<file path="src/rtl/hrt_ram.sv">
`default_nettype none

module hrt_ram #(
    parameter  int WIDTH = 8,
    parameter  int DEPTH = 16,
    localparam int AW    = $clog2(DEPTH)
) (
    input  wire logic             aclk,
    input  wire logic             wr_en,
    input  wire logic [AW-1:0]    wr_addr,
    input  wire logic [WIDTH-1:0] wr_data,
    input  wire logic [AW-1:0]    rd_addr,
    output logic      [WIDTH-1:0] rd_data
);

    logic [WIDTH-1:0] mem_reg [DEPTH];
    logic [WIDTH-1:0] rd_data_reg;

    always_ff @(posedge aclk) begin
        if (wr_en) begin
            mem_reg[wr_addr] <= wr_data;
        end
        rd_data_reg <= mem_reg[rd_addr];
    end

    assign rd_data = rd_data_reg;

endmodule

`default_nettype wire

</file>
<file path="config.mk">
export PLATFORM = sky130hd
export DESIGN_NAME = hrt_ram
export DESIGN_NICKNAME = d
export VERILOG_FILES = /design/src/rtl/hrt_ram.sv
export SDC_FILE = /design/constraint.sdc
export NUM_CORES = 1
export LEC_CHECK = 0
export ABC_CLOCK_PERIOD_IN_PS = 4000
export BUFFER_PORTS_ARGS = -buffer_cell sky130_fd_sc_hd__buf_4
export CAP_MARGIN = 20
export CORE_MARGIN = 2
export CORE_UTILIZATION = 60
export DETAILED_ROUTE_END_ITERATION = 16
export PLACE_DENSITY = 0.83
export SLEW_MARGIN = 20
export SYNTH_ARGS = -nofsm -noshare
export SYNTH_HDL_FRONTEND = slang
export SYNTH_SLANG_ARGS = --single-unit
export TNS_END_PERCENT = 10
</file>
<file path="constraint.sdc">
create_clock -name aclk -period 4 [get_ports aclk]
set_input_delay 0.2 -clock aclk [delete_from_list [all_inputs] [get_ports aclk]]
set_output_delay 0.2 -clock aclk [all_outputs]
set_load 0.1 [all_outputs]
</file>
==> results_dict.tcl <==
set metrics [dict create \
    status "complete, no violations" \
    wirelength_um 10340 \
    ir_worst_vdd_v 0.0005436 \
    clk_pin_slew_ns 0.06 \
    setup_ws_ns 2.516 \
    synth_seq_cells 136 \
    yosysSeqAreaShare_pct 77.78 \
    switching_share_pct 20.53 \
    fin_nets 293 \
    drtIter0Drc 276 \
    dp_slack_ns 2.029 \
    finClkSkew_ns 0.005863 \
    cts_buffers 17 \
    clockBufferDepth 2 \
    p_int_mw 2.883 \
    rsz0062_at_grt "no" \
    hold_viol 0 \
    wl_per_cell_um 26.30 \
    die_x_um 96.63 \
    grt.overflow.total 0 \
    synth_edf_count 128 \
    synth_top_cells_by_area "edfxtp_1 75%, mux4_2 7.9%, mux4_1 7.1%, dfxtp_1 3.1%, a22oi_1 2.3%" \
    path_class "reg -> reg" \
    dp_hpwl_um 5598 \
    finalCritPeriodShare_pct 37.09 \
    critPathCaptureType "register" \
    io_buffers 25 \
    yosysUniqueCellTypes 19 \
    dp.cells 352 \
    syn-cell-area_um2 5147 \
    drcViolationCount 0 \
    arrival_ns 1.88 \
    fill_cells 453 \
    synth-main-ff-cell "edfxtp_1" \
    p_leak_nw 2.099 \
    start_util_pct 62.33 \
    hold_path_class "in -> reg" \
    fin_crit_ns 1.484 \
    core_um2 8258 \
    grt_pass1_vias 2500 \
    switchingPower_mw 0.7447 \
    synthTopCellsByCount "128 x edfxtp_1, 18 x mux4_2, 16 x a22oi_1" \
    tightest_slew_ns 0.9201 \
    worstPathRequired_ns 4.40 \
    synthArstFlopShare_pct 0 \
    drive_above_1_share_pct 27.08 \
    placedInstanceArea_um2 5403 \
    htree_levels 4 \
    syn_nets 247 \
    slew-limit-headroom_pct 38.43 \
    antenna_cells 0 \
    rows 33 \
    antenna_found_initial 0 \
    ios 26 \
    cts_tree "yes" \
    clkSinkCount 136 \
    synth_top_area_share_pct 74.67 \
    ys_warn_count 0 \
    drv_slew 0 \
    maxCapViolations 0 \
    sequentialPowerShare_pct 44.2 \
    drt_pre_antenna_iters 5 \
    multi_input_area_um2 1057 \
    cts-root-buf "clkbuf_8" \
    insertion_delay_ns 0.52 \
    final_area_um2 6168 \
    drtAntennaViolNets 0 \
    fin_util_pct 74.70 \
    wl_met3_um 956 \
    setup_viol 0 \
    critPathMaxFanout 1 \
    pwr-share-clk_pct 49.6 \
    post_layout_nonfiller_instances 393 \
    area_delta_synth_final_pct 19.83 \
    met1_length_um 3993 \
    cts.repair.resized 0 \
    die_y_um 96.63 \
    top_layer "met4" \
    wl_met2_um 5160 \
    setup_tns_ns 0 \
    pwr-share-comb_pct 6.2 \
    yosysMostFrequentCell "edfxtp_1" \
    synthCells 229 \
    yosysTopAreaCell "edfxtp_1" \
    vias_per_cell 6.384 \
    hold_ws_ns 0.08830 \
    grt_pass1_wl_um 15110 \
    syn_area_per_cell_um2 22.48 \
    fmax_ghz 0.6740 \
    largest_reg_flops 128 \
    place.gp.congestion 0.7386 \
    finalPower_mw 3.628 \
    grt.total_usage_pct 23.24 \
    power_density_nw_per_um2 588.1 \
    worstSetupStartpointType "register" \
    via_count 2509 \
    regArea_um2 4004 \
    die-area_um2 9336 \
    grt_max_degree 33 \
]
-- power by group through the flow --
stage               clock network, mW  logic (mW)  registers, mW
detailed placement                  0       0.217           1.63
CTS                              1.80       0.226           1.60
floorplan                           0      0.0809           1.70
finish                           1.80       0.225           1.60
global placement                    0       0.212           1.63
global route                     1.87       0.237           1.61
-- cells by family after synthesis --
group	after synthesis	synth area share, %
compound gates	16	2.334
buf+inv	10	1.677
flops	136	77.78
mux	32	15.02
simple gates	35	3.184
-- metal layers --
layer	vias up	global-route usage, %
li1	1065	-
met1	1270	31.19
met2	160	35.74
met3	14	7.803
met4	0	9.426
met5	-	0
-- path summary, 6_finish.rpt --
kind	from	cells after the start	slack, ns	to
hold reg to reg	mem_reg[15][1]$_DFFE_PP_	3	0.67	rd_data[1]$_DFF_P_
setup / recovery	mem_reg[0][5]$_DFFE_PP_	3	2.52	rd_data[5]$_DFF_P_
setup reg to reg	mem_reg[0][5]$_DFFE_PP_	3	2.52	rd_data[5]$_DFF_P_
hold / removal	wr_addr[0]	2	0.09	mem_reg[0][0]$_DFFE_PP_
-- worst max-delay path, stage by stage, from the launching register on --
cell and delay (ns):
edfxtp_1 0.39, mux4_1 0.52, a22oi_1 0.35, nand2_1 0.10
-- layout make-up --
type                       count  share of cell area (%)
clock buffer                  19                   6.998
clock inverter                13                   4.037
multi-input combinational     83                   17.14
sequential                   136                   64.91
tap                          105                   2.130
timing repair buffer          37                   4.787
-- cell usage in the layout (no fill, tap or decap), drive strengths merged --
master       synthesis  routed
bufinv               0       7
dfxtp                8       8
mux4                32      32
clkinv               0       4
dlygate4sd3          0       8
and2b                1       1
a22oi               16      16
nand3                1       1
clkinvlp             0       1
nor2b                1       1
inv                  0       1
nor2                13      13
and2                 1       1
edfxtp             128     128
nand2                9       9
buf                  7      29
nand2b               2       2
nand3b               2       2
clkbuf               0      19
or3b                 1       1
nor3                 4       4
-- what timing repair did --
| item | 4_1_cts | 5_1_grt |
|---|---|---|
| hold buffers | 8 | 0 |
| endpoints found under the hold margin | 118 | 0 |
| setup buffers | 0 | 0 |
No activity file was read; power rests on OpenSTA's default activity.
