File: config.mk
export PLATFORM = sky130hd
export DESIGN_NAME = hrt_hash
export DESIGN_NICKNAME = d
export VERILOG_FILES = /design/src/rtl/hrt_pkg.sv /design/src/rtl/hrt_hash.sv
export SDC_FILE = /design/constraint.sdc
export NUM_CORES = 1
export LEC_CHECK = 0
export BUFFER_PORTS_ARGS = -buffer_cell sky130_fd_sc_hd__buf_2
export CORE_ASPECT_RATIO = 0.5
export CORE_UTILIZATION = 35
export DETAILED_ROUTE_END_ITERATION = 10
export GPL_ROUTABILITY_DRIVEN = 0
export HOLD_SLACK_MARGIN = 0.08
export PLACE_DENSITY = 0.63
export SETUP_SLACK_MARGIN = 0.5
export SLEW_MARGIN = 20
export SYNTH_ARGS = -nofsm -noshare
export SYNTH_HDL_FRONTEND = slang
export SYNTH_SLANG_ARGS = --single-unit
File: constraint.sdc
create_clock -name aclk -period 12.7 [get_ports aclk]
set_input_delay 3.175 -clock aclk [delete_from_list [all_inputs] [get_ports aclk]]
set_output_delay 3.175 -clock aclk [all_outputs]
set_load 0.02 [all_outputs]
File: src/rtl/hrt_pkg.sv
`default_nettype none

package hrt_pkg;

    // Fixed field widths on the stream ports
    localparam int OP_W      = 2;
    localparam int BYTE_W    = 8;
    localparam int HANDLE_W  = 16;
    localparam int KEY_W     = 64;
    localparam int STATUS_W  = 2;

    // s_tdata: data_byte, handle, key (lowest first), 88 bits = 11 bytes
    localparam int S_TDATA_W = BYTE_W + HANDLE_W + KEY_W;
    // m_tdata: key_out, handle_out, 80 bits = 10 bytes
    localparam int M_TDATA_W = KEY_W + HANDLE_W;

    // Default configuration
    localparam int DEF_KEY_BITS    = 64;
    localparam int DEF_NODE_COUNT  = 1024;
    localparam int DEF_HANDLE_BITS = 16;

    // Trie fan-out: one nibble per level
    localparam int NIB_W = 4;

    typedef enum logic [OP_W-1:0] {
        OP_INSERT   = 2'd0,
        OP_RETRIEVE = 2'd1,
        OP_DISCARD  = 2'd2
    } op_t;

    typedef enum logic [STATUS_W-1:0] {
        ST_OK        = 2'd0,
        ST_EXISTS    = 2'd1,
        ST_NOT_FOUND = 2'd2,
        ST_POOL_FULL = 2'd3
    } status_t;

    typedef struct packed {
        logic [KEY_W-1:0]    key;
        logic [HANDLE_W-1:0] handle;
        status_t             status;
    } result_t;

endpackage

`default_nettype wire

File: src/rtl/hrt_hash.sv
`default_nettype none

module hrt_hash
    import hrt_pkg::*;
#(
    parameter int KEY_BITS = DEF_KEY_BITS
) (
    input  wire logic                aclk,
    input  wire logic                aresetn,
    input  wire logic                take,     // insert byte accepted
    input  wire logic                clear,    // final byte: restart
    input  wire logic [BYTE_W-1:0]   data_byte,
    output logic      [KEY_BITS-1:0] h_next
);

    logic [KEY_BITS-1:0] acc_reg;

    // 257*h + b = (h << 8 | b) + h; the low byte of h << 8 is zero
    assign h_next = ((acc_reg << 8) | KEY_BITS'(data_byte)) + acc_reg;

    always_ff @(posedge aclk) begin
        if (!aresetn) begin
            acc_reg <= '0;
        end else if (take) begin
            acc_reg <= clear ? '0 : h_next;
        end
    end

endmodule

`default_nettype wire

==> Flow_metrics.wiki, run 1 <==
{| class="wikitable"
! Metric !! Value
|-
| Run status || finished clean
|-
| Number of antenna violations at the first check in global routing || 0
|-
| Cell variety after synth || 64
|-
| # rows || 33
|-
| Clock transition at the registers of the reported paths || about 0.060 ns
|-
| Most numerous cell in the Yosys netlist || sky130_fd_sc_hd__a21oi_1
|-
| Quantity of I/O buffers inserted on ports || 75
|-
| Setup Fix Bufs, Post-CTS || 0
|-
| Sequential cell area in the final layout || 1281 um2
|-
| Ys Warns || 0
|-
| Root cell of the clock tree || sky130_fd_sc_hd__clkbuf_16
|-
| Setup slack after placement || about 3.4 ns
|-
| Final instance count without filler cells || 1032
|-
| Net switching share of the total power || roughly 27%
|-
| Minimum clock period || 9.325 ns
|-
| Clock buffer depth || 2
|-
| Clock Skews || approximately 0.0076 ns
|-
| Syn Nets || 838
|-
| Largest register FFs || 64
|-
| Predominant post-synthesis flop cell || sky130_fd_sc_hd__dfxtp_1
|-
| Total leakage power || 3.199 nW
|-
| Horizontal die dimension || 187.2 um
|-
| Share of cells above drive strength 1 || ~14%
|-
| Hold Buf Count CTS || 0
|-
| CTS resizes || 0
|-
| Fraction of post-synthesis cell area in the top cell type by area || 21.35%
|-
| Largest area contributor in the netlist || sky130_fd_sc_hd__dfxtp_1
|-
| WP data arrival || 6.15 ns
|-
| Layout overhead on the synthesized area || 12.68%
|-
| Power share of the clock group || 47.2%
|-
| Number of nets in the final layout || 877
|-
| Internal power || roughly 360 uW
|-
| Footprint of the multi-input gates || about 4500 um2
|-
| Total non-filler cell area in the finished layout || 6761 um2
|-
| Antenna Nets Post-Route || 0
|-
| Layout fillers || 1702
|-
| Startpoint class of the critical path || input port
|-
| Worst skew pair latency || 0.34 ns
|-
| Pin count of the biggest net entering global routing || 37
|-
| Sequential share of power || 41.1%
|-
| Max-slew violation count || 0
|-
| Routed length per placed instance || around 17 um
|-
| # H-tree levels || 3
|-
| Placeable core region || approximately 17000 um2
|-
| Period utilisation layout || 73.43%
|-
| Setup slack of the critical path after layout || 3.375 ns
|-
| Post-route core utilization || approximately two fifths
|-
| Setup repair after global routing missed its margin || false
|-
| Combinational group share of total power || 11.7%
|-
| Sum of overflow across all layers after global routing || 0
|-
| Overall die area || about 18000 um2
|-
| Sequential cell area fraction in the yosys report || 21.35%
|-
| Cell Pwr Density || 74.04 nW/um2
|-
| Synth top cells by count || 82 x sky130_fd_sc_hd__a21oi_1, 66 x sky130_fd_sc_hd__nand2_1, 64 x sky130_fd_sc_hd__dfxtp_1, 63 x sky130_fd_sc_hd__ha_1, 40 x sky130_fd_sc_hd__clkbuf_1
|-
| Clock tree sinks || 64
|-
| Worst min path class || reg2reg
|-
| Count of routing violations after the opening detailed-route iteration || 474
|-
| Slew Limit Headroom || approximately 32%
|-
| Synthesized area || between 6000 and 7000 um2
|-
| Num CTS Buffers || 9
|-
| Avg Cell Area, Syn || about 8 um2
|-
| Number of global-route vias before repair || 5280
|-
| Power Total || 500.6 uW
|-
| Setup-failing EPs final || 0
|-
| Top cells by area in the synthesized netlist || sky130_fd_sc_hd__dfxtp_1 21%, sky130_fd_sc_hd__ha_1 13%, sky130_fd_sc_hd__a21oi_1 6.8%
|-
| Number of hold-slack violations in the final timing report || 0
|-
| Wire length of the first global-routing pass || about 28000 um
|-
| Number of enable flip-flop cells after synthesis || 0
|-
| Clock tree from TritonCTS || done
|-
| Via count || between 5000 and 6000
|-
| Antenna diode count || 0
|-
| Post-synth ARST share || 0%
|-
| Switching pwr || 135.9 uW
|-
| Final Routed Wirelength || 17610 um
|-
| Number of top-level pins || 76
|-
| Setup TNS Final || 0 ns
|-
| Instance area at placement || between 6000 and 7000 um2
|-
| Critical Path RT || 9.52 ns
|-
| Post-Route Hold Slack || 0.4719 ns
|-
| Number of remaining DRC errors || 0
|-
| Number of violations of the max-capacitance limit || 0
|-
| Placed Instances || 1017
|-
| Actual transition at the worst max-transition pin || between 1 and 1.5 ns
|-
| First-pass detailed-route iteration total || 5
|-
| Cells after Synth || 762
|-
| Starting density of the core || 36.24%
|-
| Detailed-placement wirelength estimate || between 10000 and 15000 um
|-
| Yosys reg bits || 64
|-
| Maximum clock rate || 107.2 MHz
|-
| Global routing usage summed across all routing layers || 19.58%
|-
| Die height || between 90 and 100 um
|-
| Vias per cell || ~5.7
|-
| Max rail drop VDD || 0.05515 mV
|-
| Category of the worst setup path capture point || output port
|-
| Largest fanout of any net on the critical path || 4
|-
| Crit Path Class || in2out
|}
[kinds of logic (layout without fill, tap and decap cells)]
group	Yosys count	after routing	synth area share, %
compound gates	294	294	33.38
xor+xnor	63	63	9.570
mux	3	3	0.5004
flops	64	64	21.35
fa+ha+maj	64	64	13.47
simple gates	210	210	17.51
buf+inv	64	107	4.212
[layout by cell type (no fill, tap or decap), drive strengths merged, types with 2 or more instances in the layout]
| cell type | Yosys | layout |
|---|---|---|
| nor2b | 35 | 35 |
| a221oi | 2 | 2 |
| a21boi | 3 | 3 |
| nand3 | 12 | 12 |
| o211ai | 5 | 5 |
| dfxtp | 64 | 64 |
| nor3 | 7 | 7 |
| mux2i | 3 | 3 |
| o21a | 8 | 8 |
| o31a | 2 | 2 |
| and3 | 3 | 3 |
| nand2 | 66 | 66 |
| inv | 14 | 14 |
| nor2 | 36 | 36 |
| o21bai | 8 | 8 |
| a22oi | 26 | 26 |
| clkbuf | 40 | 12 |
| clkinv | 0 | 2 |
| o22ai | 3 | 3 |
| nand3b | 3 | 3 |
| a21oi | 86 | 86 |
| a211oi | 8 | 8 |
| nand4 | 28 | 28 |
| or2 | 2 | 2 |
| a22o | 35 | 35 |
| ha | 63 | 63 |
| xnor2 | 34 | 34 |
| and2 | 6 | 6 |
| o31ai | 6 | 6 |
| o21ai | 46 | 46 |
| xor2 | 29 | 29 |
| nand2b | 4 | 4 |
| a31oi | 11 | 11 |
| buf | 10 | 78 |
| or3 | 2 | 2 |
| a21o | 38 | 38 |
[cell type report]
| type | instances | share of cell area, % |
|---|---|---|
| multi-input cells | 634 | 66.14 |
| clock buffers | 12 | 3.793 |
| well taps | 227 | 4.201 |
| clock inverters | 3 | 0.2591 |
| inverters | 14 | 0.7772 |
| flip-flops and latches | 64 | 18.95 |
| repair buffers | 78 | 5.885 |
[worst paths after layout]
check | start | to | slack, ns | cells past startpoint
max | data_byte[0] | h_next[62] | 3.37 | 15
min | acc_reg[59] | acc_reg[59] | 0.47 | 2
max reg2reg | acc_reg[0] | acc_reg[62] | 9.22 | 13
min reg2reg | acc_reg[59] | acc_reg[59] | 0.47 | 2
[power groups by stage]
stage               clock network (mW)  logic [mW]  registers, mW
finish                           0.236      0.0587          0.206
global route                     0.248      0.0650          0.206
CTS                              0.239      0.0592          0.206
detailed placement                   0      0.0588          0.210
global placement                     0      0.0586          0.210
floorplan                            0      0.0421          0.209
[critical path: stages]
cell and delay, ns:
sky130_fd_sc_hd__buf_2 0.08, sky130_fd_sc_hd__ha_1 0.15, sky130_fd_sc_hd__inv_1 0.05, sky130_fd_sc_hd__fa_1 0.39, sky130_fd_sc_hd__nand2b_1 0.18, sky130_fd_sc_hd__a21oi_1 0.26, sky130_fd_sc_hd__o21ai_2 0.15, sky130_fd_sc_hd__a21oi_2 0.20
sky130_fd_sc_hd__o21ai_2 0.15, sky130_fd_sc_hd__o41ai_4 0.39, sky130_fd_sc_hd__a21oi_2 0.14, sky130_fd_sc_hd__o31a_1 0.32, sky130_fd_sc_hd__o21ai_1 0.16, sky130_fd_sc_hd__xor2_1 0.15, sky130_fd_sc_hd__buf_2 0.18
[layer usage]
layer	wire [um]	vias up	global-route usage, %
met5	0	-	0
met4	393	0	6.899
met3	1074	33	3.976
met2	7417	187	30.11
met1	8724	2747	27.10
li1	-	2921	-
(Power assumes the default switching activity.)
==> inputs of run 2 (changes only) <==
PLACE_DENSITY = 0.65   (was 0.63)
clock period = 7.55 ns   (was 12.7 ns; I/O delays follow)
==> Flow_metrics.wiki, run 2 (same netlist as run 1, synthesis figures left out) <==
{| class="wikitable"
! Metric !! Value
|-
| Clock transition at the registers of the reported paths || 0.06 ns
|-
| CP cell instances || buf_2 -> ha_1 -> inv_1 -> fa_1 -> nand2b_1 -> a21oi_1 -> o21ai_2 -> a21oi_2 -> o21ai_2 -> o41ai_4 -> a21oi_2 -> o31a_1 -> o21ai_1 -> xor2_1 -> buf_2
|-
| # rows || 33
|-
| Starting density of the core || between 30% and 40%
|-
| Clock tree sinks || 64
|-
| Number of remaining DRC errors || 0
|-
| Clock Skews || 0.005930 ns
|-
| Capturing point of the worst reg2reg path || acc_reg[62]
|-
| Most common library cell in the layout ignoring fill and taps || sky130_fd_sc_hd__a21oi_1
|-
| Count of routing violations after the opening detailed-route iteration || 516
|-
| Total leakage power || 3.209 nW
|-
| Category of the worst setup path capture point || output port
|-
| Worst setup startpoint || data_byte[0]
|-
| Max-slew violation count || 0
|-
| Met2 usage in global routing || between 30% and 40%
|-
| Minimum setup slack among reg-to-reg paths || slightly above 4 ns
|-
| Slew Limit Headroom || ~30%
|-
| Top library cells by usage in the layout, fill and taps aside || 82 x sky130_fd_sc_hd__a21oi_1, 75 x sky130_fd_sc_hd__buf_2, 66 x sky130_fd_sc_hd__nand2_1
|-
| Routed length per placed instance || 17.01 um
|-
| Layout overhead on the synthesized area || 12.82%
|-
| CP max stage cell || sky130_fd_sc_hd__fa_1
|-
| Met1 layer usage reported by global route || between 20 and 30%
|-
| Setup Fix Bufs, Post-CTS || 0
|-
| Startpoint class of the critical path || input port
|-
| Num CTS Buffers || 9
|-
| # H-tree levels || 3
|-
| Horizontal die dimension || approximately 190 um
|-
| Worst min path class || reg2reg
|-
| Pin count of the biggest net entering global routing || 37
|-
| Post-route core utilization || 40.89%
|-
| Max rail drop VDD || 0.09650 mV
|-
| First-pass detailed-route iteration total || 6
|-
| Termination of the worst setup path || h_next[62]
|-
| Run status || finished clean
|-
| Period utilisation layout || 88.99%
|-
| Number of top-level pins || 76
|-
| Wire length of the first global-routing pass || 27810 um
|-
| Setup-failing EPs final || 0
|-
| Placeable core region || 16560 um2
|-
| Crit Path Class || in2out
|-
| Root cell of the clock tree || sky130_fd_sc_hd__clkbuf_16
|-
| Number of antenna violations at the first check in global routing || 0
|-
| Detailed-placement wirelength estimate || 13610 um
|-
| Launch instance of the worst register-to-register path || acc_reg[0]
|-
| CTS resizes || 0
|-
| Actual transition at the worst max-transition pin || 1.050 ns
|-
| Number of violations of the max-capacitance limit || 0
|-
| Sum of overflow across all layers after global routing || 0
|-
| Hold Path Depth || 1
|-
| Hold Buf Count CTS || 0
|-
| Via count || 5908
|-
| Clock buffer depth || 2
|-
| Number of global-route vias before repair || 5318
|-
| Largest fanout of any net on the critical path || 4
|-
| Critical Path RT || around 5.7 ns
|-
| Setup repair after global routing missed its margin || false
|-
| Reg2reg path depth || 13
|-
| Minimum clock period || 6.719 ns
|-
| Final Routed Wirelength || approximately 18000 um
|-
| Delay of the slowest cell on the worst path || 0.40 ns
|-
| Overall die area || 17700 um2
|-
| WP data arrival || 4.83 ns
|-
| Quantity of I/O buffers inserted on ports || 75
|-
| Clock tree from TritonCTS || done
|-
| Cell Pwr Density || 125.6 nW/um2
|-
| Met3 track demand over resource in global routing || 3.790%
|-
| Global routing's busiest layer || met2
|-
| Worst skew pair latency || 0.34 ns
|-
| Share of cells above drive strength 1 || roughly 14%
|-
| Antenna diode count || 0
|-
| Largest register FFs || between 60 and 70
|-
| Maximum clock rate || roughly 150 MHz
|-
| Global routing usage summed across all routing layers || 19.68%
|-
| Number of nets in the final layout || 878
|-
| Vias per cell || 5.725
|-
| Number of hold-slack violations in the final timing report || 0
|-
| Antenna Nets Post-Route || 0
|-
| Die height || between 90 and 100 um
|-
| Setup TNS Final || 0 ns
|}
-- run 2: final cells by class --
class | count | area (um2)
Tap cell | 227 | 284.0
Timing Repair Buffer | 79 | 405.4
Clock inverter | 5 | 50.05
Fill cell | 1671 | 9787
Multi-Input combinational cell | 634 | 4472
Inverter | 14 | 52.55
Sequential cell | 64 | 1281
Clock buffer | 9 | 225.2
-- run 2: worst min path at each step --
stage | startpoint | end | slack [ns]
global placement | acc_reg[59] | acc_reg[59] | 0.45
floorplan | acc_reg[59] | acc_reg[59] | 0.44
finish | acc_reg[56] | acc_reg[56] | 0.48
detailed placement | acc_reg[59] | acc_reg[59] | 0.46
CTS | acc_reg[59] | acc_reg[59] | 0.48
global route | acc_reg[58] | acc_reg[58] | 0.51
-- run 2: worst max-delay path, delay by kind of cell --
family | cells | cell delay (ns)
adder cells (fa/ha/maj) | 2 | 0.55
buffers and inverters | 3 | 0.32
XOR/XNOR | 1 | 0.17
AO/OA/AOI/OAI | 8 | 1.70
AND/OR/NAND/NOR | 1 | 0.18
-- run 2: power breakdown --
part           internal (mW)  switching [mW]  leakage [nW]
Sequential             0.342         0.00452         0.516
Combinational         0.0345          0.0648          2.55
Clock                  0.249           0.155         0.141
-- run 2: per-layer routing --
layer / vias up / share of wire [%] / routed length [um]
met3: 20 / 6.7 / 1180
met5: - / 0 / 0
met4: 0 / 1.5 / 264
li1: 2924 / - / -
met2: 232 / 43 / 7509
met1: 2732 / 49 / 8603
-- run 2: per-stage QoR --
stage,cell area [um2],setup slack (ns),instances,hold slack (ns),power (mW)
6_report,6770,0.8314,1032,0.4807,0.8504
5_1_grt,6770,0.6355,1032,0.5100,0.8853
4_1_cts,6770,0.8129,1032,0.4769,0.8597
3_5_place_dp,6495,0.8282,1018,0.4634,0.4527
3_3_place_gp,6495,0.9560,1018,0.4531,0.4521
2_1_floorplan,6001,1.205,762,0.4360,0.4224
