--- config.mk ---
export PLATFORM = sky130hd
export DESIGN_NAME = hrt_walk
export DESIGN_NICKNAME = d
export VERILOG_FILES = /design/src/rtl/hrt_pkg.sv /design/src/rtl/hrt_walk.sv
export SDC_FILE = /design/constraint.sdc
export NUM_CORES = 1
export LEC_CHECK = 0
export ABC_AREA = 1
export BUFFER_PORTS_ARGS = -buffer_cell sky130_fd_sc_hd__buf_2
export CAP_MARGIN = 20
export CORE_UTILIZATION = 48
export DETAILED_ROUTE_END_ITERATION = 6
export PLACE_DENSITY = 0.83
export SLEW_MARGIN = 30
export SYNTH_ARGS = -nofsm -noshare
export SYNTH_HDL_FRONTEND = slang
export SYNTH_SLANG_ARGS = --single-unit
--- constraint.sdc ---
create_clock -name aclk -period 3.1 [get_ports aclk]
set_input_delay 0 -clock aclk [delete_from_list [all_inputs] [get_ports aclk]]
set_output_delay 0 -clock aclk [all_outputs]
set_load 0.05 [all_outputs]
--- src/rtl/hrt_pkg.sv ---
`default_nettype none

package hrt_pkg;

    // Fixed field widths on the stream ports
    localparam int OP_W      = 2;
    localparam int BYTE_W    = 8;
    localparam int HANDLE_W  = 16;
    localparam int KEY_W     = 64;
    localparam int STATUS_W  = 2;

    // s_tdata: data_byte, handle, key (lowest first), 88 bits = 11 bytes
    localparam int S_TDATA_W = BYTE_W + HANDLE_W + KEY_W;
    // m_tdata: key_out, handle_out, 80 bits = 10 bytes
    localparam int M_TDATA_W = KEY_W + HANDLE_W;

    // Default configuration
    localparam int DEF_KEY_BITS    = 64;
    localparam int DEF_NODE_COUNT  = 1024;
    localparam int DEF_HANDLE_BITS = 16;

    // Trie fan-out: one nibble per level
    localparam int NIB_W = 4;

    typedef enum logic [OP_W-1:0] {
        OP_INSERT   = 2'd0,
        OP_RETRIEVE = 2'd1,
        OP_DISCARD  = 2'd2
    } op_t;

    typedef enum logic [STATUS_W-1:0] {
        ST_OK        = 2'd0,
        ST_EXISTS    = 2'd1,
        ST_NOT_FOUND = 2'd2,
        ST_POOL_FULL = 2'd3
    } status_t;

    typedef struct packed {
        logic [KEY_W-1:0]    key;
        logic [HANDLE_W-1:0] handle;
        status_t             status;
    } result_t;

endpackage

`default_nettype wire

--- src/rtl/hrt_walk.sv ---
`default_nettype none

module hrt_walk
    import hrt_pkg::*;
#(
    parameter  int KEY_BITS    = DEF_KEY_BITS,
    parameter  int NODE_COUNT  = DEF_NODE_COUNT,
    parameter  int HANDLE_BITS = DEF_HANDLE_BITS,
    localparam int NODE_W      = $clog2(NODE_COUNT),
    localparam int AW          = NODE_W + NIB_W,
    localparam int VAL_W       = (NODE_W > HANDLE_BITS) ? NODE_W : HANDLE_BITS,
    localparam int EW          = VAL_W + 1
) (
    input  wire logic                   aclk,
    input  wire logic                   aresetn,
    // command
    input  wire logic                   cmd_valid,
    output logic                        cmd_ready,
    input  wire op_t                    cmd_op,
    input  wire logic [KEY_BITS-1:0]    cmd_key,
    input  wire logic [HANDLE_BITS-1:0] cmd_handle,
    // result
    output logic                        res_valid,
    input  wire logic                   res_ready,
    output result_t                     res,
    // entry memory
    output logic                        ram_wr_en,
    output logic      [AW-1:0]          ram_wr_addr,
    output logic      [EW-1:0]          ram_wr_data,
    output logic      [AW-1:0]          ram_rd_addr,
    input  wire logic [EW-1:0]          ram_rd_data
);

    localparam int DEPTH  = NODE_COUNT * 16;
    localparam int LEVELS = (KEY_BITS - 1) / NIB_W;   // inner levels
    localparam int LW     = $clog2(LEVELS + 1);
    localparam int FW     = $clog2(NODE_COUNT + 1);
    localparam int HIN    = (HANDLE_BITS < HANDLE_W) ? HANDLE_BITS : HANDLE_W;

    typedef enum logic [1:0] {
        S_CLEAR,
        S_IDLE,
        S_LOOKUP,
        S_RESULT
    } state_t;

    state_t                 state_reg, state_next;
    logic [LW-1:0]          lvl_reg, lvl_next;
    logic [NODE_W-1:0]      node_reg, node_next;
    logic [FW-1:0]          free_reg, free_next;
    logic [AW-1:0]          clr_addr_reg, clr_addr_next;
    logic [AW-1:0]          rd_addr_reg, rd_addr_next;
    logic [KEY_BITS-1:0]    key_reg, key_next;
    logic [HANDLE_BITS-1:0] handle_reg, handle_next;
    op_t                    op_reg, op_next;
    result_t                res_reg, res_next;

    logic                   ent_valid;
    logic [VAL_W-1:0]       ent_val;
    logic                   go;
    logic [NODE_W-1:0]      nn;

    function automatic logic [NIB_W-1:0] nib_of(input logic [KEY_BITS-1:0] k,
                                                 input logic [LW-1:0] lvl);
        logic [NIB_W-1:0] n;
        if (lvl == LW'(LEVELS)) begin
            n = k[KEY_BITS-1 -: NIB_W];
        end else begin
            n = NIB_W'(k >> {lvl, 2'b00});
        end
        return n;
    endfunction

    function automatic logic [HANDLE_W-1:0] out_handle(input logic [HANDLE_BITS-1:0] h);
        return HANDLE_W'(h[HIN-1:0]);
    endfunction

    assign ent_valid = ram_rd_data[VAL_W];
    assign ent_val   = ram_rd_data[VAL_W-1:0];

    always_comb begin
        state_next    = state_reg;
        lvl_next      = lvl_reg;
        node_next     = node_reg;
        free_next     = free_reg;
        clr_addr_next = clr_addr_reg;
        rd_addr_next  = rd_addr_reg;
        key_next      = key_reg;
        handle_next   = handle_reg;
        op_next       = op_reg;
        res_next      = res_reg;
        cmd_ready     = 1'b0;
        res_valid     = 1'b0;
        ram_wr_en     = 1'b0;
        ram_wr_addr   = rd_addr_reg;
        ram_wr_data   = '0;
        go            = 1'b0;
        nn            = node_reg;

        unique case (state_reg)
            S_CLEAR: begin
                ram_wr_en   = 1'b1;
                ram_wr_addr = clr_addr_reg;
                if (clr_addr_reg == AW'(DEPTH - 1)) begin
                    state_next = S_IDLE;
                end else begin
                    clr_addr_next = clr_addr_reg + 1'b1;
                end
            end

            S_IDLE: begin
                cmd_ready = 1'b1;
                if (cmd_valid) begin
                    key_next     = cmd_key;
                    handle_next  = cmd_handle;
                    op_next      = cmd_op;
                    lvl_next     = '0;
                    node_next    = '0;
                    rd_addr_next = {NODE_W'(0), cmd_key[NIB_W-1:0]};
                    state_next   = S_LOOKUP;
                end
            end

            S_LOOKUP: begin
                if (lvl_reg != LW'(LEVELS)) begin
                    if (ent_valid) begin
                        nn = ent_val[NODE_W-1:0];
                        go = 1'b1;
                    end else if (op_reg == OP_INSERT) begin
                        if (free_reg >= FW'(NODE_COUNT)) begin
                            res_next   = '{key: KEY_W'(key_reg),
                                           handle: out_handle(handle_reg),
                                           status: ST_POOL_FULL};
                            state_next = S_RESULT;
                        end else begin
                            // fresh node: its entries are still clear
                            ram_wr_en   = 1'b1;
                            ram_wr_data = {1'b1, VAL_W'(free_reg)};
                            free_next   = free_reg + 1'b1;
                            nn          = NODE_W'(free_reg);
                            go          = 1'b1;
                        end
                    end else begin
                        res_next   = '{key: KEY_W'(key_reg), handle: '0,
                                       status: ST_NOT_FOUND};
                        state_next = S_RESULT;
                    end
                    if (go) begin
                        node_next    = nn;
                        lvl_next     = LW'(lvl_reg + 1'b1);
                        rd_addr_next = {nn, nib_of(key_reg, LW'(lvl_reg + 1'b1))};
                    end
                end else begin
                    // leaf slot
                    state_next = S_RESULT;
                    if (op_reg == OP_INSERT) begin
                        if (ent_valid) begin
                            res_next = '{key: KEY_W'(key_reg),
                                         handle: out_handle(handle_reg),
                                         status: ST_EXISTS};
                        end else begin
                            ram_wr_en   = 1'b1;
                            ram_wr_data = {1'b1, VAL_W'(handle_reg)};
                            res_next    = '{key: KEY_W'(key_reg),
                                            handle: out_handle(handle_reg),
                                            status: ST_OK};
                        end
                    end else if (ent_valid) begin
                        res_next = '{key: KEY_W'(key_reg),
                                     handle: out_handle(ent_val[HANDLE_BITS-1:0]),
                                     status: ST_OK};
                        if (op_reg == OP_DISCARD) begin
                            ram_wr_en   = 1'b1;
                            ram_wr_data = '0;
                        end
                    end else begin
                        res_next = '{key: KEY_W'(key_reg), handle: '0,
                                     status: ST_NOT_FOUND};
                    end
                end
            end

            S_RESULT: begin
                res_valid = 1'b1;
                if (res_ready) begin
                    state_next = S_IDLE;
                end
            end
        endcase
    end

    always_ff @(posedge aclk) begin
        if (!aresetn) begin
            state_reg    <= S_CLEAR;
            lvl_reg      <= '0;
            node_reg     <= '0;
            free_reg     <= FW'(1);   // root preallocated
            clr_addr_reg <= '0;
            rd_addr_reg  <= '0;
        end else begin
            state_reg    <= state_next;
            lvl_reg      <= lvl_next;
            node_reg     <= node_next;
            free_reg     <= free_next;
            clr_addr_reg <= clr_addr_next;
            rd_addr_reg  <= rd_addr_next;
        end
        key_reg    <= key_next;
        handle_reg <= handle_next;
        op_reg     <= op_next;
        res_reg    <= res_next;
    end

    assign ram_rd_addr = rd_addr_next;
    assign res         = res_reg;

`ifndef NO_ASSERTIONS
    a_free_step: assert property (@(posedge aclk) disable iff (!aresetn)
        1'b1 |=> (free_reg == $past(free_reg)) || (free_reg == $past(free_reg) + 1'b1))
        else $error("node pool counter moved by more than one");

    a_retrieve_no_write: assert property (@(posedge aclk) disable iff (!aresetn)
        (ram_wr_en && state_reg == S_LOOKUP && op_reg != OP_INSERT) |->
        (op_reg == OP_DISCARD && lvl_reg == LW'(LEVELS)))
        else $error("lookup wrote the trie outside a discard leaf");

    a_res_hold: assert property (@(posedge aclk) disable iff (!aresetn)
        (res_valid && !res_ready) |=> (res_valid && $stable(res_reg)))
        else $error("pending result dropped or changed");

    a_lvl_bound: assert property (@(posedge aclk) disable iff (!aresetn)
        (state_reg == S_LOOKUP) |-> (lvl_reg <= LW'(LEVELS)))
        else $error("walk level past leaf");
`endif

endmodule

`default_nettype wire

==> metrics.txt, run 1 <==
antenna-violating nets left=0; Final Cycle Share=92.7%; Max Buffers Root-to-Sink=3; Clock Sinks=219; Overall Global Routing Usage=25.6%; Post-Place Cells=1340; Post-CTS Setup Bufs=0; CTS buffer count=23; vias in the first global route=7565; first-pass GRT wire length=39400 um; setup slack after layout=225 ps; Die X-Extent=141 um; Mapped Cells=875; DP HPWL=16600 um; Fin Hold WS=48.0 ps; Final Util=66.1%; DP Worst Slack=613 ps; register area share after synthesis=64.7%; EDFF count, synth=164; largest net degree at the start of global routing=83; CTS tree=yes; syn_nets=988; critical path fanouts, max=34; Largest register FFs=82; Max-Cap Viols=0; Seq pwr share=47.9%; largest family of logic cells by synthesized area=simple AND/OR/NAND/NOR gates; slowest CP cell=ha_2; Crit. End Element=output port; Synth Area in Adders=1.34%; CP most frequent cell=nand2_1; number of DRC markers in iteration 0=787; Comb pwr share=14.1%; Hold Fails Final Rpt=0; kind of critical path=register to output port; PwrDens=582 nW/um2; crit-path cells=buf_6 > inv_2 > ha_2 > inv_2 > nand3_1 > nand3_1 > nand3_1 > nand2_1 > nand2_1 > nand2_1 > nand2_1 > buf_2; core area=18800 um2; final setup violation count=0; fin cells=1481; fraction of registers with async set/reset=0%; Post-Route WL=25600 um; Avg Synthesized Cell Area=10.6 um2; Distinct cells, synth=39; area grow syn2layout=33.8%; Synthesis Warnings=0; internal power=5.33 mW; Max stage delay on crit path=520 ps; grt total ovfl=0; CTS clk-pin slew, worst paths=60 ps; average routed wire per standard cell=17.3 um; die area=19900 um2; fin crit period=2870 ps; Cell Rows=50; IO Port Bufs=232; most frequent cells in the layout=nand2_1 (250), buf_2 (230), edfxtp_1 (164); Starting Density=49.4%; Sequential cell area=6030 um2; mux contribution to synthesized area=0%; Worst VDD drop=0.484 mV; num ports=233; dominant synthesized flop cell=edfxtp_1; Fin Clk Skew=8.71 ps; Vias=7767; commonest non-fill, non-tap cell in the layout=nand2_1; synthesized flop and latch total=219; Slew headroom=48.8%; DRC violations left=0; share of cells above drive strength 1=27.4%; Fill cells=1354; Psw=1.92 mW; H-tree levels=1; f_max=348 MHz; outcome=completed; vias per cell=5.24; worst slew pin tran=768 ps; CP Data Arrival Time=2870 ps; synthesized cell area=9310 um2; Multi-input gate area=2830 um2; LEAKAGE=5.01 nW; Sw Ratio=26.4%; Clock Power Share=38.0%; initial antenna violation count=1; Startpoint Class=register; fraction of synthesized cell area in xor and xnor cells=1.43%; routability cong.=0.930; Data required, critical path=3100 ps; RSZ-0062 raised after global routing=false; Layout Nets=1317; Synth Area in Compound Gates=8.21%; DRT Pass-1 Iters=5; clock root buffer=clkbuf_16; fraction of the mapped netlist area in simple logic gates=19.4%; Clock Latency Late Sink=500 ps; Setup TNS=0 ps; Max Transition Viols Final=0; hold crit path type=primary input to register; Die H=141 um
[critical path, delay by kind of cell, from the launching register on]
family / cells / cell delay [ps]
simple gates: 7 / 700
buf+inv: 4 / 810
flops: 1 / 350
fa+ha+maj: 1 / 520
[area by class of cell]
cell class,instances,area share (%)
tap,260,2.61
timing repair buffer,337,18.0
inverter,70,2.15
clock inverter,9,0.734
multi-input combinational,553,22.7
antenna,1,0.0201
clock buffer,32,5.34
sequential,219,48.4
[cell families after synthesis]
family / Yosys count
AOI/OAI and AO/OA: 123
buffers and inverters: 103
DFF: 219
adders and majority gates: 10
and+or+nand+nor: 407
xor gates and xnor gates: 13
[worst paths after layout]
| kind | startpoint | endpoint | slack (ps) | depth (start not counted) |
|---|---|---|---|---|
| setup reg to reg | lvl_reg[1] | res[64] | 820 | 8 |
| hold / removal | res_ready | state_reg[1] | 50 | 5 |
| hold reg to reg | key_reg[3] | res[21] | 460 | 0 |
| setup / recovery | lvl_reg[0] | ram_rd_addr[2] | 230 | 12 |
[repair_timing]
item / 4_1_cts / 5_1_grt
gates resized for setup: 0 / 2
hold buffers: 99 / 0
hold endpoints to repair: 125 / 0
setup endpoints to repair: 0 / 4
[synth_stat cells (2+ instances only)]
cell type  instances  share of area, %
nand2_1          250                10
o21ai_0           32               1.7
o31ai_1            9              0.73
o211ai_2           3              0.40
nand2_2           13              0.87
nand2_4            4              0.48
a211oi_1          10              0.81
buf_2             13              0.70
xor2_1             9              0.85
inv_2              7              0.28
nand3_2            3              0.32
buf_1              2             0.081
edfxtp_1         164                53
nand4_1            9              0.60
ha_1              10               1.3
o21ai_1            2              0.11
buf_6              5              0.60
xnor2_1            3              0.28
a21oi_2           18               1.7
nor2_2             4              0.27
nand3_1           71               3.8
clkbuf_1          11              0.44
dfxtp_1           55                12
nor2_1            36               1.5
a21oi_1           45               2.4
inv_1             62               2.5
nor2_4             3              0.36
nor3_1            11              0.59
[power by group through the flow]
stage	clock, mW	combinational (mW)	sequential (mW)
2_1_floorplan	0	0.619	3.55
3_3_place_gp	0	0.891	3.52
3_5_place_dp	0	0.906	3.53
4_1_cts	2.79	1.01	3.47
5_1_grt	2.92	1.11	3.48
6_report	2.76	1.02	3.47
[metal layers]
metal / global-route usage (%) / up-vias / share of wire [%]
met5: 0 / - / 0
met4: 12.5 / 0 / 4.2
met3: 4.31 / 80 / 7.4
met2: 43.0 / 409 / 48
met1: 32.2 / 3635 / 40
li1: - / 3643 / -
[stage by stage]
| stage | area [um2] | power (mW) |
|---|---|---|
| after floorplan | 9310 | 4.17 |
| after global placement | 10700 | 4.41 |
| after detailed placement | 10700 | 4.43 |
| after CTS | 12400 | 7.26 |
| after global routing | 12500 | 7.51 |
| final | 12500 | 7.25 |
Note: power is estimated with default switching activity, not from simulation.
==> run 2: changes to the inputs <==
--- a/config.mk
+++ b/config.mk
@@ -11,6 +11,7 @@
 export CORE_UTILIZATION = 48
 export DETAILED_ROUTE_END_ITERATION = 6
 export PLACE_DENSITY = 0.83
+export RECOVER_POWER = 100
 export SLEW_MARGIN = 30
 export SYNTH_ARGS = -nofsm -noshare
 export SYNTH_HDL_FRONTEND = slang
==> run 2 against run 1 <==
Compared with the run above: combinational power shrank 4%; hold slack worse by 1.6 ps; highest routed layer unchanged; sequential power hardly changed; global-route usage unchanged; die area stayed put; largest power group unchanged; sequential share of layout area up 1.2 points; wire length rose by 0.55%; final area down 2.4%; total power down 0.64%; non-clock buffer count did not move; via count up 0.45%.
==> metrics.txt, run 2 (synthesis results as in run 1) <==
RSZ-0062 raised after global routing=false; M1 wire length=10300 um (about the same); core area=18800 um2 (unchanged); Largest register FFs=82 (unchanged); Max stage delay on crit path=520 ps (about the same); PwrDens=593 nW/um2 (+1.8%); clock root buffer=clkbuf_16; LEAKAGE=4.57 nW (-8.7%); DRT Pass-1 Iters=6 (+1); CTS buffer count=23 (unchanged); top cell family by delay on the critical path=buffers and inverters; Startpoint Class=register; hold crit path type=primary input to register; DRC violations left=0 (unchanged); Slew headroom=21.0% (-28 points); fin cells=1481 (unchanged); DP HPWL=16600 um (unchanged); Max Transition Viols Final=0 (unchanged); average routed wire per standard cell=17.4 um (+0.55%); most frequent cells in the layout=nand2_1 (257), edfxtp_1 (164), clkbuf_1 (130); Met2 Routed Length=12400 um (+0.12%); Data required, critical path=3100 ps (about the same); Clock Latency Late Sink=500 ps (about the same); Hold Crit Start=res_ready; Layout Nets=1317 (unchanged); worst slew pin tran=1180 ps (+417 ps); CP Data Arrival Time=2870 ps (about the same); Hold Fails Final Rpt=0 (unchanged); Starting Density=49.4% (unchanged); crit-path cells=buf_6 > inv_2 > ha_2 > inv_2 > nand3_1 > nand3_1 > nand3_1 > nand2_1 > nand2_1 > nand2_1 > nand2_1 > buf_2; H-tree levels=1 (unchanged); critical path fanouts, max=34 (unchanged); post-route cell area=12200 um2 (-2.4%); Setup TNS=0 ps (unchanged); CP Buf/Inv Count=4 (unchanged); final setup violation count=0 (unchanged); top sig layer=met4; IO Port Bufs=232 (unchanged); first-pass GRT wire length=39400 um (unchanged); CTS tree=yes; Worst VDD drop=0.489 mV (+1.1%); grt total ovfl=0 (unchanged); crit path from=lvl_reg[0]; Cell Rows=50 (unchanged); outcome=completed; die area=19900 um2 (unchanged); Area after DPL=10700 um2 (unchanged); Clock Sinks=219 (unchanged); CP most frequent cell=nand2_1; Final Cycle Share=92.7% (about the same); vias in the first global route=7565 (unchanged); number of DRC markers in iteration 0=853 (+8.4%); Fin Hold WS=46.4 ps (-1.64 ps); fin crit period=2870 ps (-0.627 ps); num ports=233 (unchanged); Post-Route WL=25800 um (+0.55%); f_max=348 MHz (about the same); kind of critical path=register to output port; largest net degree at the start of global routing=83 (unchanged); area grow syn2layout=30.6%; Max-Cap Viols=0 (unchanged); slowest CP cell=ha_2; antenna-violating nets left=0 (unchanged); share of cells above drive strength 1=15.1% (-12 points); Crit. End Element=output port; CTS clk-pin slew, worst paths=60 ps (about the same); Max Buffers Root-to-Sink=3 (unchanged); routability cong.=0.930 (unchanged); initial antenna violation count=1 (unchanged); routed wl met3=1940 um (+3.1%); Overall Global Routing Usage=25.6% (unchanged); Final Util=64.5% (-1.6 points); Die X-Extent=141 um (unchanged); Die H=141 um (unchanged); commonest non-fill, non-tap cell in the layout=nand2_1; Fin Clk Skew=7.05 ps (-1.66 ps); reg-to-reg startpoint=lvl_reg[1]; Post-Place Cells=1340 (unchanged); vias per cell=5.27 (+0.45%); Vias=7802 (+0.45%)
==> run 2: cell types whose count changed in the layout (fill, tap and decap cells not counted), sizes merged <==
cell,previous run,this run
buf,238,102
clkbuf,32,168
clkinvlp,1,2
clkinv,9,8
==> run 2: path summary, 6_finish.rpt <==
check | depth (start not counted) | slack [ps] | to
setup / recovery | 12 | 230 | ram_rd_addr[2]
hold / removal | 5 | 50 | state_reg[1]
setup reg to reg | 8 | 360 | res[64]
hold reg to reg | 0 | 460 | res[45]
==> run 2: layer usage <==
metal / vias up / global-route usage (%)
met1: 3628 / 32.2
met3: 92 / 4.31
li1: 3641 / -
met4: 0 / 12.5
met2: 441 / 43.0
met5: - / 0
==> run 2: final cells by class <==
class | count | area [um2]
well taps | 260 | 325
repair buffers | 337 | 2050
multi-input cells | 553 | 2730
inverters | 70 | 265
clock buffers | 32 | 664
clock inverters | 9 | 91.3
flip-flops and latches | 219 | 6030
fillers | 1474 | 6680
diodes | 1 | 2.50
==> run 2: report_power, final <==
| group | internal [mW] | switching (mW) | leakage (nW) |
|---|---|---|---|
| Clock | 1.66 | 1.10 | 0.377 |
| Sequential | 3.37 | 0.104 | 1.93 |
| Combinational | 0.274 | 0.703 | 2.26 |
==> run 2: per-stage QoR <==
| step | power (mW) | setup slack [ps] |
|---|---|---|
| floorplan | 4.17 | 92.1 |
| global placement | 4.41 | 669 |
| CTS | 7.26 | 75.5 |
| detailed placement | 4.43 | 613 |
| global route | 7.46 | 21.6 |
| finish | 7.20 | 226 |
==> run 2: worst reg2reg max path, stage by stage, from the launching register on <==
cell,delay (ps)
dfxtp_1,400
ha_1,190
nand2_1,50
inv_1,120
nand2_4,190
nand2_1,210
nand2_1,140
clkinvlp_2,100
clkbuf_4,880
==> run 2: repair_timing <==
| action | CTS | global route |
|---|---|---|
| resized for setup | 0 | 2 |
| endpoints found under the hold margin | 125 | 0 |
| hold buffers | 99 | 0 |
| setup endpoints to repair | 0 | 4 |
| setup buffers | 0 | 0 |
